### src/hdl/deq_pkg.sv
package deq_pkg;

   // command codes on the request word
   localparam logic [2:0] CMD_PUSH_FRONT = 3'd0;
   localparam logic [2:0] CMD_PUSH_BACK  = 3'd1;
   localparam logic [2:0] CMD_DUMP_FWD   = 3'd2;
   localparam logic [2:0] CMD_COUNT      = 3'd3;
   localparam logic [2:0] CMD_DUMP_REV   = 3'd4;

   // status codes on the response word
   localparam logic [1:0] ST_OK    = 2'd0;
   localparam logic [1:0] ST_FULL  = 2'd1;
   localparam logic [1:0] ST_EMPTY = 2'd2;

   localparam int ITEM_WIDTH  = 32;
   localparam int COUNT_WIDTH = 7;

   typedef struct packed {
      logic [2:0]                   command;
      logic signed [ITEM_WIDTH-1:0] value;
   } req_type;

   typedef struct packed {
      logic signed [ITEM_WIDTH-1:0] item;
      logic [COUNT_WIDTH-1:0]       count;
      logic [1:0]                   status;
      logic                         last;
   } rsp_type;

   // decoded operation handed from the front to the back
   typedef enum logic [2:0] {
      OP_PUSH_FRONT,
      OP_PUSH_BACK,
      OP_DUMP_FWD,
      OP_DUMP_REV,
      OP_COUNT
   } op_type;

   typedef struct packed {
      logic   valid;
      op_type op;
   } cmd_type;

endpackage

### src/hdl/deq_fifo.sv
module deq_fifo import deq_pkg::*; #(
   parameter type T     = logic,
   parameter int  DEPTH = 2
) (
   input  logic                       clock,
   input  logic                       reset,
   input  logic                       push,
   input  T                           wr_data,
   output logic                       full,
   input  logic                       pop,
   output T                           rd_data,
   output logic                       empty,
   output logic [$clog2(DEPTH+1)-1:0] level
);

   localparam int PW = (DEPTH > 1) ? $clog2(DEPTH) : 1;
   localparam int LW = $clog2(DEPTH+1);

   T               data_ff [DEPTH];
   logic [PW-1:0]  wr_ptr_ff, wr_ptr_in;
   logic [PW-1:0]  rd_ptr_ff, rd_ptr_in;
   logic [LW-1:0]  level_ff, level_in;
   logic           do_push, do_pop;

   assign full    = (level_ff == LW'(DEPTH));
   assign empty   = (level_ff == '0);
   assign level   = level_ff;
   assign rd_data = data_ff[rd_ptr_ff];
   assign do_push = push & ~full;
   assign do_pop  = pop & ~empty;

   always_comb begin
      wr_ptr_in = wr_ptr_ff;
      rd_ptr_in = rd_ptr_ff;
      level_in  = level_ff;
      if (do_push) begin
         wr_ptr_in = (wr_ptr_ff == PW'(DEPTH-1)) ? '0 : wr_ptr_ff + 1'b1;
      end
      if (do_pop) begin
         rd_ptr_in = (rd_ptr_ff == PW'(DEPTH-1)) ? '0 : rd_ptr_ff + 1'b1;
      end
      if (do_push && !do_pop) begin
         level_in = level_ff + 1'b1;
      end else if (do_pop && !do_push) begin
         level_in = level_ff - 1'b1;
      end
   end

   always_ff @(posedge clock) begin
      if (reset) begin
         wr_ptr_ff <= '0;
         rd_ptr_ff <= '0;
         level_ff  <= '0;
      end else begin
         wr_ptr_ff <= wr_ptr_in;
         rd_ptr_ff <= rd_ptr_in;
         level_ff  <= level_in;
      end
   end

   always_ff @(posedge clock) begin
      if (do_push) begin
         data_ff[wr_ptr_ff] <= wr_data;
      end
   end

endmodule

### src/hdl/deq_front.sv
module deq_front import deq_pkg::*; #(
   parameter int DATA_WIDTH = 32,
   parameter int CMD_DEPTH  = 2
) (
   input  logic                  clock,
   input  logic                  reset,
   input  logic                  req_push,
   input  req_type               req_word,
   output logic                  req_full,
   output cmd_type               cmd,
   output logic [DATA_WIDTH-1:0] cmd_data,
   input  logic                  cmd_pop
);

   typedef struct packed {
      op_type                op;
      logic [DATA_WIDTH-1:0] data;
   } entry_type;

   entry_type  wr_entry, rd_entry;
   logic       code_ok;
   logic       q_empty;
   logic signed [63:0] value_wide;

   assign value_wide = 64'(req_word.value);

   always_comb begin
      // words are kept as the low bits of the sign-extended value
      wr_entry.data = value_wide[DATA_WIDTH-1:0];
      code_ok       = 1'b1;
      wr_entry.op   = OP_COUNT;
      case (req_word.command)
         CMD_PUSH_FRONT: wr_entry.op = OP_PUSH_FRONT;
         CMD_PUSH_BACK:  wr_entry.op = OP_PUSH_BACK;
         CMD_DUMP_FWD:   wr_entry.op = OP_DUMP_FWD;
         CMD_DUMP_REV:   wr_entry.op = OP_DUMP_REV;
         CMD_COUNT:      wr_entry.op = OP_COUNT;
         default:        code_ok     = 1'b0;
      endcase
   end

   // unused codes are taken and dropped here
   deq_fifo #(
      .T     (entry_type),
      .DEPTH (CMD_DEPTH)
   ) u_cmd_q (
      .clock   (clock),
      .reset   (reset),
      .push    (req_push & code_ok),
      .wr_data (wr_entry),
      .full    (req_full),
      .pop     (cmd_pop),
      .rd_data (rd_entry),
      .empty   (q_empty),
      .level   ()
   );

   assign cmd.valid = ~q_empty;
   assign cmd.op    = rd_entry.op;
   assign cmd_data  = rd_entry.data;

endmodule

### src/hdl/deq_back.sv
module deq_back import deq_pkg::*; #(
   parameter int DEPTH      = 64,
   parameter int DATA_WIDTH = 32,
   parameter int OUT_DEPTH  = 4
) (
   input  logic                  clock,
   input  logic                  reset,
   input  cmd_type               cmd,
   input  logic [DATA_WIDTH-1:0] cmd_data,
   output logic                  cmd_pop,
   output logic                  rsp_empty,
   input  logic                  rsp_pop,
   output rsp_type               rsp_word
);

   localparam int IW = $clog2(DEPTH);
   localparam int HW = $clog2(DEPTH+1);
   localparam int OW = $clog2(OUT_DEPTH+1);

   typedef enum logic {
      S_IDLE,
      S_DUMP
   } state_type;

   state_type             state_ff, state_in;
   logic [IW-1:0]         head_ff, head_in;
   logic [HW-1:0]         held_ff, held_in;
   logic [IW-1:0]         off_ff, off_in;
   logic [HW-1:0]         remain_ff, remain_in;
   logic                  fwd_ff, fwd_in;

   // result stage behind the memory read
   logic                  b_valid_ff, b_valid_in;
   logic                  b_mem_ff, b_mem_in;
   logic [COUNT_WIDTH-1:0] b_count_ff, b_count_in;
   logic [1:0]            b_status_ff, b_status_in;
   logic                  b_last_ff, b_last_in;

   logic [DATA_WIDTH-1:0] mem [DEPTH];
   logic [DATA_WIDTH-1:0] rd_data_ff;
   logic                  wr_en, rd_en;
   logic [IW-1:0]         wr_addr, rd_addr;
   logic [IW:0]           addr_sum;
   logic [IW:0]           back_sum;
   logic                  is_full;
   logic                  space;
   logic [OW-1:0]         out_level;
   logic                  out_full;
   rsp_type               b_word;
   logic signed [63:0]    rd_wide;

   assign is_full = (held_ff == HW'(DEPTH));
   assign space   = (32'(out_level) + 32'(b_valid_ff)) < OUT_DEPTH;

   // ring addressing, sums stay below twice the depth
   always_comb begin
      addr_sum = {1'b0, head_ff} + {1'b0, off_ff};
      if (addr_sum >= (IW+1)'(DEPTH)) begin
         addr_sum = addr_sum - (IW+1)'(DEPTH);
      end
      back_sum = {1'b0, head_ff} + {1'b0, IW'(held_ff)};
      if (back_sum >= (IW+1)'(DEPTH)) begin
         back_sum = back_sum - (IW+1)'(DEPTH);
      end
   end

   assign rd_addr = addr_sum[IW-1:0];

   always_comb begin
      state_in    = state_ff;
      head_in     = head_ff;
      held_in     = held_ff;
      off_in      = off_ff;
      remain_in   = remain_ff;
      fwd_in      = fwd_ff;
      b_valid_in  = 1'b0;
      b_mem_in    = 1'b0;
      b_count_in  = COUNT_WIDTH'(held_ff);
      b_status_in = ST_OK;
      b_last_in   = 1'b1;
      cmd_pop     = 1'b0;
      wr_en       = 1'b0;
      wr_addr     = back_sum[IW-1:0];
      rd_en       = 1'b0;
      case (state_ff)
         S_IDLE: begin
            if (cmd.valid && space) begin
               cmd_pop    = 1'b1;
               b_valid_in = 1'b1;
               case (cmd.op)
                  OP_PUSH_FRONT, OP_PUSH_BACK: begin
                     if (is_full) begin
                        b_status_in = ST_FULL;
                     end else begin
                        wr_en      = 1'b1;
                        held_in    = held_ff + 1'b1;
                        b_count_in = COUNT_WIDTH'(held_ff + 1'b1);
                        if (cmd.op == OP_PUSH_FRONT) begin
                           head_in = (head_ff == '0) ? IW'(DEPTH-1) : head_ff - 1'b1;
                           wr_addr = head_in;
                        end
                     end
                  end
                  OP_DUMP_FWD, OP_DUMP_REV: begin
                     if (held_ff == '0) begin
                        b_status_in = ST_EMPTY;
                     end else begin
                        b_valid_in = 1'b0;
                        state_in   = S_DUMP;
                        fwd_in     = (cmd.op == OP_DUMP_FWD);
                        off_in     = (cmd.op == OP_DUMP_FWD) ? '0 : IW'(held_ff - 1'b1);
                        remain_in  = held_ff;
                     end
                  end
                  default: begin
                     // count reports the current fill
                  end
               endcase
            end
         end
         S_DUMP: begin
            if (space) begin
               rd_en      = 1'b1;
               b_valid_in = 1'b1;
               b_mem_in   = 1'b1;
               b_last_in  = (remain_ff == HW'(1));
               remain_in  = remain_ff - 1'b1;
               off_in     = fwd_ff ? off_ff + 1'b1 : off_ff - 1'b1;
               if (remain_ff == HW'(1)) begin
                  state_in = S_IDLE;
               end
            end
         end
         default: state_in = S_IDLE;
      endcase
   end

   always_ff @(posedge clock) begin
      if (reset) begin
         state_ff   <= S_IDLE;
         head_ff    <= '0;
         held_ff    <= '0;
         b_valid_ff <= 1'b0;
      end else begin
         state_ff   <= state_in;
         head_ff    <= head_in;
         held_ff    <= held_in;
         b_valid_ff <= b_valid_in;
      end
      off_ff      <= off_in;
      remain_ff   <= remain_in;
      fwd_ff      <= fwd_in;
      b_mem_ff    <= b_mem_in;
      b_count_ff  <= b_count_in;
      b_status_ff <= b_status_in;
      b_last_ff   <= b_last_in;
   end

   always_ff @(posedge clock) begin
      if (wr_en) begin
         mem[wr_addr] <= cmd_data;
      end
      if (rd_en) begin
         rd_data_ff <= mem[rd_addr];
      end
   end

   // stored words come out sign-extended from the data width
   assign rd_wide        = 64'(signed'(rd_data_ff));
   assign b_word.item    = b_mem_ff ? rd_wide[ITEM_WIDTH-1:0] : '0;
   assign b_word.count   = b_count_ff;
   assign b_word.status  = b_status_ff;
   assign b_word.last    = b_last_ff;

   deq_fifo #(
      .T     (rsp_type),
      .DEPTH (OUT_DEPTH)
   ) u_rsp_q (
      .clock   (clock),
      .reset   (reset),
      .push    (b_valid_ff),
      .wr_data (b_word),
      .full    (out_full),
      .pop     (rsp_pop),
      .rd_data (rsp_word),
      .empty   (rsp_empty),
      .level   (out_level)
   );

   a_held_range: assert property (@(posedge clock) disable iff (reset)
      held_ff <= HW'(DEPTH))
      else $error("fill above depth");

   a_dump_nonempty: assert property (@(posedge clock) disable iff (reset)
      (state_ff == S_DUMP) |-> (held_ff != '0) && (remain_ff != '0))
      else $error("dump running on an empty queue");

   a_no_overflow: assert property (@(posedge clock) disable iff (reset)
      b_valid_ff |-> !out_full)
      else $error("result queue overrun");

   a_dump_holds_cmd: assert property (@(posedge clock) disable iff (reset)
      (state_ff == S_DUMP) |-> !cmd_pop && !wr_en)
      else $error("command taken during a dump");

endmodule

### src/hdl/double_ended_queue.sv
// bounded double-ended queue of signed words, held in a DEPTH-entry ring
// buffer. a request word carries a command and a value: push front and push
// back each answer with one status word (status full and nothing stored when
// the queue already holds DEPTH words), count answers with the fill, and dump
// forward / dump reverse stream every held word front to back or back to
// front, last set on the final one; a dump of an empty queue answers once
// with status empty. unused command codes are taken and dropped without a
// response. words are stored as their low DATA_WIDTH bits and come back
// sign-extended to 32 bits. the execution unit takes a push or count at one
// word per cycle while the result queue has room; a dump reads its words
// out of the single read port of the ring memory and holds the unit until
// its last word is read. response words pass through the execution unit's
// result registers into the result queue; a dump's words also pass through
// a registered memory read. the request side has a two-entry command queue
// and the response side a four-entry result queue, so either side may stall
// until its queue fills without the other waiting on it.
module double_ended_queue import deq_pkg::*; #(
   parameter int DEPTH      = 64,
   parameter int DATA_WIDTH = 32
) (
   input  logic    clock,
   input  logic    reset,
   // request channel
   input  logic    req_push,
   input  req_type req_word,
   output logic    req_full,
   // response channel
   output logic    rsp_empty,
   input  logic    rsp_pop,
   output rsp_type rsp_word
);

   cmd_type               cmd;
   logic [DATA_WIDTH-1:0] cmd_data;
   logic                  cmd_pop;

   // front: decodes the command and queues it with the converted word
   deq_front #(
      .DATA_WIDTH (DATA_WIDTH),
      .CMD_DEPTH  (2)
   ) u_front (
      .clock    (clock),
      .reset    (reset),
      .req_push (req_push),
      .req_word (req_word),
      .req_full (req_full),
      .cmd      (cmd),
      .cmd_data (cmd_data),
      .cmd_pop  (cmd_pop)
   );

   // back: owns the ring memory, head and fill, and walks dumps word by word
   deq_back #(
      .DEPTH      (DEPTH),
      .DATA_WIDTH (DATA_WIDTH),
      .OUT_DEPTH  (4)
   ) u_back (
      .clock     (clock),
      .reset     (reset),
      .cmd       (cmd),
      .cmd_data  (cmd_data),
      .cmd_pop   (cmd_pop),
      .rsp_empty (rsp_empty),
      .rsp_pop   (rsp_pop),
      .rsp_word  (rsp_word)
   );

endmodule

### config.mk
export PLATFORM = sky130hd
export DESIGN_NAME = double_ended_queue
export DESIGN_NICKNAME = d
export VERILOG_FILES = /design/src/hdl/deq_pkg.sv /design/src/hdl/deq_fifo.sv /design/src/hdl/deq_front.sv /design/src/hdl/deq_back.sv /design/src/hdl/double_ended_queue.sv
export SDC_FILE = /design/constraint.sdc
export NUM_CORES = 2
export LEC_CHECK = 0
export BUFFER_PORTS_ARGS = -buffer_cell sky130_fd_sc_hd__buf_2
export CORE_ASPECT_RATIO = 1.1
export CORE_MARGIN = 4
export CORE_UTILIZATION = 42
export CTS_CLUSTER_SIZE = 16
export DETAILED_ROUTE_END_ITERATION = 7
export GPL_TIMING_DRIVEN = 0
export PLACE_DENSITY = 0.67
export REMOVE_ABC_BUFFERS = 1
export SLEW_MARGIN = 15
export SYNTH_ARGS = -nofsm -noshare
export SYNTH_HDL_FRONTEND = slang
export SYNTH_SLANG_ARGS = --single-unit
### constraint.sdc
create_clock -name clock -period 12.1 [get_ports clock]
set_input_delay 1.21 -clock clock [delete_from_list [all_inputs] [get_ports clock]]
set_output_delay 1.21 -clock clock [all_outputs]
set_load 0.01 [all_outputs]
==> impl_results.md <==
- Dpl ws: 6.401 ns
- Final WL: 215.1 mm
- Routed Antenna Nets: 0
- Clk slew on worst S/H paths: 0.06 ns
- Rel. slew slack: 10.44%
- Share of cells above drive strength 1: 29.86%
- Hold Violations, Final: 0
- Clk_skew: 0.02052 ns
- Worst reg-to-reg setup slack: 6.34 ns
- Tightest Hold Check Type: reg -> reg
- H-tree level count: 4
- Synth cell types: 73
- # hold bufs at CTS: 0
- Minimum clock period: 5.765 ns
- Critical path type: reg -> reg
- CTS buffer count: 220
- IO Count: 83
- Sequential cell area fraction in the yosys report: 77.41%
- Row count: 179
- Area growth syn-to-layout: 15.64%
- Nets: 4298
- Final setup viols: 0
- Layout fillers: 16870
- Final hold slack: 0.4745 ns
- Final worst path period share: 47.64%
- CP Max Fanout: 47
- Average size of a mapped cell: 23.03 sq um
- Min setup slack post-route: 6.335 ns
- Number of synthesized register bits: 2372
- Synthesized area: 91490 sq um
- IO Port Bufs: 82
- Worst hold endpoint: u_back.u_rsp_q.data_ff[3][7]$_DFFE_PP_
- Vias: 42620
- Post-route insts no fill: 7318
- Hpwl dp: 130.7 mm
- Status: complete, no violations
- Placer Congestion: 0.7795
- Initial antenna violation count: 10
- Post-CTS Setup Bufs: 0
- Final Max Slew Viols: 0
- Core area: 216600 sq um
- FMAX: 173.5 MHz
- Crit path required time: 12.55 ns
- Leakage power: 32.65 nW
- DP Cell Count: 6900
- Crit start category: flop
- Congestion Overflow GR: 0
- Vias in the first global route: 43390
- Ys async rst share: 0%
- Seq. cell area: 70840 sq um
- Worst hold start: u_back.b_count_ff[4]$_DFF_P_
- Worst Reg-to-Reg Cells: 11
- Drt pass-1 iters: 8
- Via density per instance: 5.824
- RSZ-0062 raised after global routing: no
- VDD IR max: 0.1458 mV
- Reg2Reg Launch Point: u_back.off_ff[0]$_DFFE_PP_
- Footprint of the multi-input gates: 20390 sq um
- Clock tree buffer depth: 3
- Average wire per standard cell: 29.39 um
- Yosys warnings: 0
- EDFF count, synth: 2332
- Syn Inst Count: 3973
- Setup crit end kind: flop
- CTS tree: built
- Tot Pwr: 20.66 mW
- Measured slew at the worst slew-check pin: 1.340 ns
- WP data arrival: 6.22 ns
- Top_reg_cell synth: edfxtp_1
- Largest net degree at the start of global routing: 65
- Root Driver: clkbuf_16
- Utilization after layout: 48.85%
- Clk sinks: 2372
- PostCTS Resize Cnt: 0
- RR Endpoint: u_back.rd_data_ff[22]$_DFFE_PP_
- Initial core utilization: 42.25%
- First-pass GRT wire length: 310.0 mm
- Die H: 497.5 um
- DIE WIDTH: 453.0 um
- Skew-Pair Late Insertion Delay: 0.86 ns
- Pwr Density: 195.3 nW/um^2
- 1st-iter DRT viols: 5286
- Depth of the worst hold-timing path: 0
- Die ar.: 225400 sq um
- Max-cap violations: 0
- GRT Overall Usage: 19.04%
- # DRC: 0
## cell usage after synthesis (all sizes together) (32+ instances only)
cell type,number,area share [%]
a2111oi,99,1.0
and2,41,0.28
buf,97,0.59
clkbuf,112,0.46
dfxtp,40,0.88
edfxtp,2332,77
mux2,65,0.80
mux2i,72,0.79
mux4,618,15
nand2,32,0.13
nor2,118,0.49
nor2b,73,0.50
o22ai,33,0.23
## cell type report
cell class              instances  share of cell area [%]
repair buffers                241                   3.831
inverters                      19                 0.06741
multi-input cells            1373                   19.27
well taps                    2896                   3.425
diodes                          8                 0.01892
clock inverters               120                  0.8952
clock buffers                 289                   5.545
flip-flops and latches       2372                   66.95
## layer usage
layer	wire length [um]	vias up	GRT usage (%)
met5	0	-	0
met4	10840	0	8.875
met3	17120	358	3.247
met2	106800	2035	30.91
met1	80320	22730	25.21
li1	-	17490	-
## flip-flops by register name (all words and copies together) (netlist names), 3 cells and up, named ones only
register                 cells
u_back.mem                2048
u_back.head_ff               6
u_back.b_count_ff            7
u_back.off_ff                6
u_back.u_rsp_q.level         3
u_back.rd_data_ff           32
u_back.remain_ff             7
u_back.u_rsp_q.data_ff     168
u_front.u_cmd_q.data_ff     70
u_back.held_ff               7
## worst max-delay path by stage
stage	from	end	cells after the start
4_1_cts	u_back.off_ff[0]$_DFFE_PP_	u_back.rd_data_ff[22]$_DFFE_PP_	11
5_1_grt	u_back.off_ff[0]$_DFFE_PP_	u_back.rd_data_ff[9]$_DFFE_PP_	11
3_5_place_dp	u_back.off_ff[0]$_DFFE_PP_	u_back.rd_data_ff[22]$_DFFE_PP_	11
2_1_floorplan	u_back.off_ff[0]$_DFFE_PP_	u_back.rd_data_ff[0]$_DFFE_PP_	5
6_report	u_back.off_ff[0]$_DFFE_PP_	u_back.rd_data_ff[22]$_DFFE_PP_	11
3_3_place_gp	u_back.off_ff[0]$_DFFE_PP_	u_back.rd_data_ff[23]$_DFFE_PP_	5
## placed cells by master, fill, tap and decap left out, types with 6 or more instances in the layout
cell type / n
inv_1: 19
nor2b_1: 73
a21oi_1: 21
clkinv_2: 30
o22ai_1: 33
a2111oi_1: 31
nand2_1: 31
mux2_2: 33
inv_6: 8
edfxtp_1: 2332
diode_2: 8
clkbuf_1: 61
clkbuf_16: 222
xnor2_1: 20
nand2b_1: 7
mux2_4: 32
ha_1: 27
buf_8: 8
buf_16: 78
mux4_2: 618
a2111oi_0: 66
nor2_4: 68
dfxtp_1: 37
nand3_1: 6
mux2i_1: 72
buf_12: 65
a211oi_1: 6
and2_1: 36
o21ai_0: 13
nor2_1: 50
bufinv_16: 12
or3_1: 9
clkinv_1: 59
clkbuf_8: 6
nor3_1: 15
buf_2: 82
xor2_1: 15
## logic make-up after synthesis
| family | Yosys count | synth area share (%) |
|---|---|---|
| adders and majority gates | 33 | 0.4814 |
| and+or+nand+nor | 330 | 1.860 |
| buffers and inverters | 228 | 1.132 |
| DFF | 2372 | 77.41 |
| xor gates and xnor gates | 38 | 0.3802 |
| muxes | 755 | 16.80 |
| AOI/OAI and AO/OA | 217 | 1.932 |
## worst max-delay path, stage by stage (launching register included)
cell	delay [ns]
edfxtp_1	0.49
ha_4	0.22
fa_4	1.00
buf_16	0.30
buf_16	0.29
buf_16	0.28
buf_12	0.26
buf_16	0.29
mux4_2	0.26
mux4_2	0.36
o22ai_1	0.26
a2111oi_1	1.21
## through the flow
step	TNS (ns)	cell area, sq um
final	0	105800
after global routing	0	105800
after CTS	0	105700
after detailed placement	0	98900
after global placement	-652.85	94560
after floorplan	-312.32	90530
## power breakdown
| part | internal [mW] | switching (mW) |
|---|---|---|
| clock network | 3.66 | 2.92 |
| registers | 9.69 | 0.0886 |
| logic | 1.67 | 2.64 |
(Power assumes the default switching activity.)
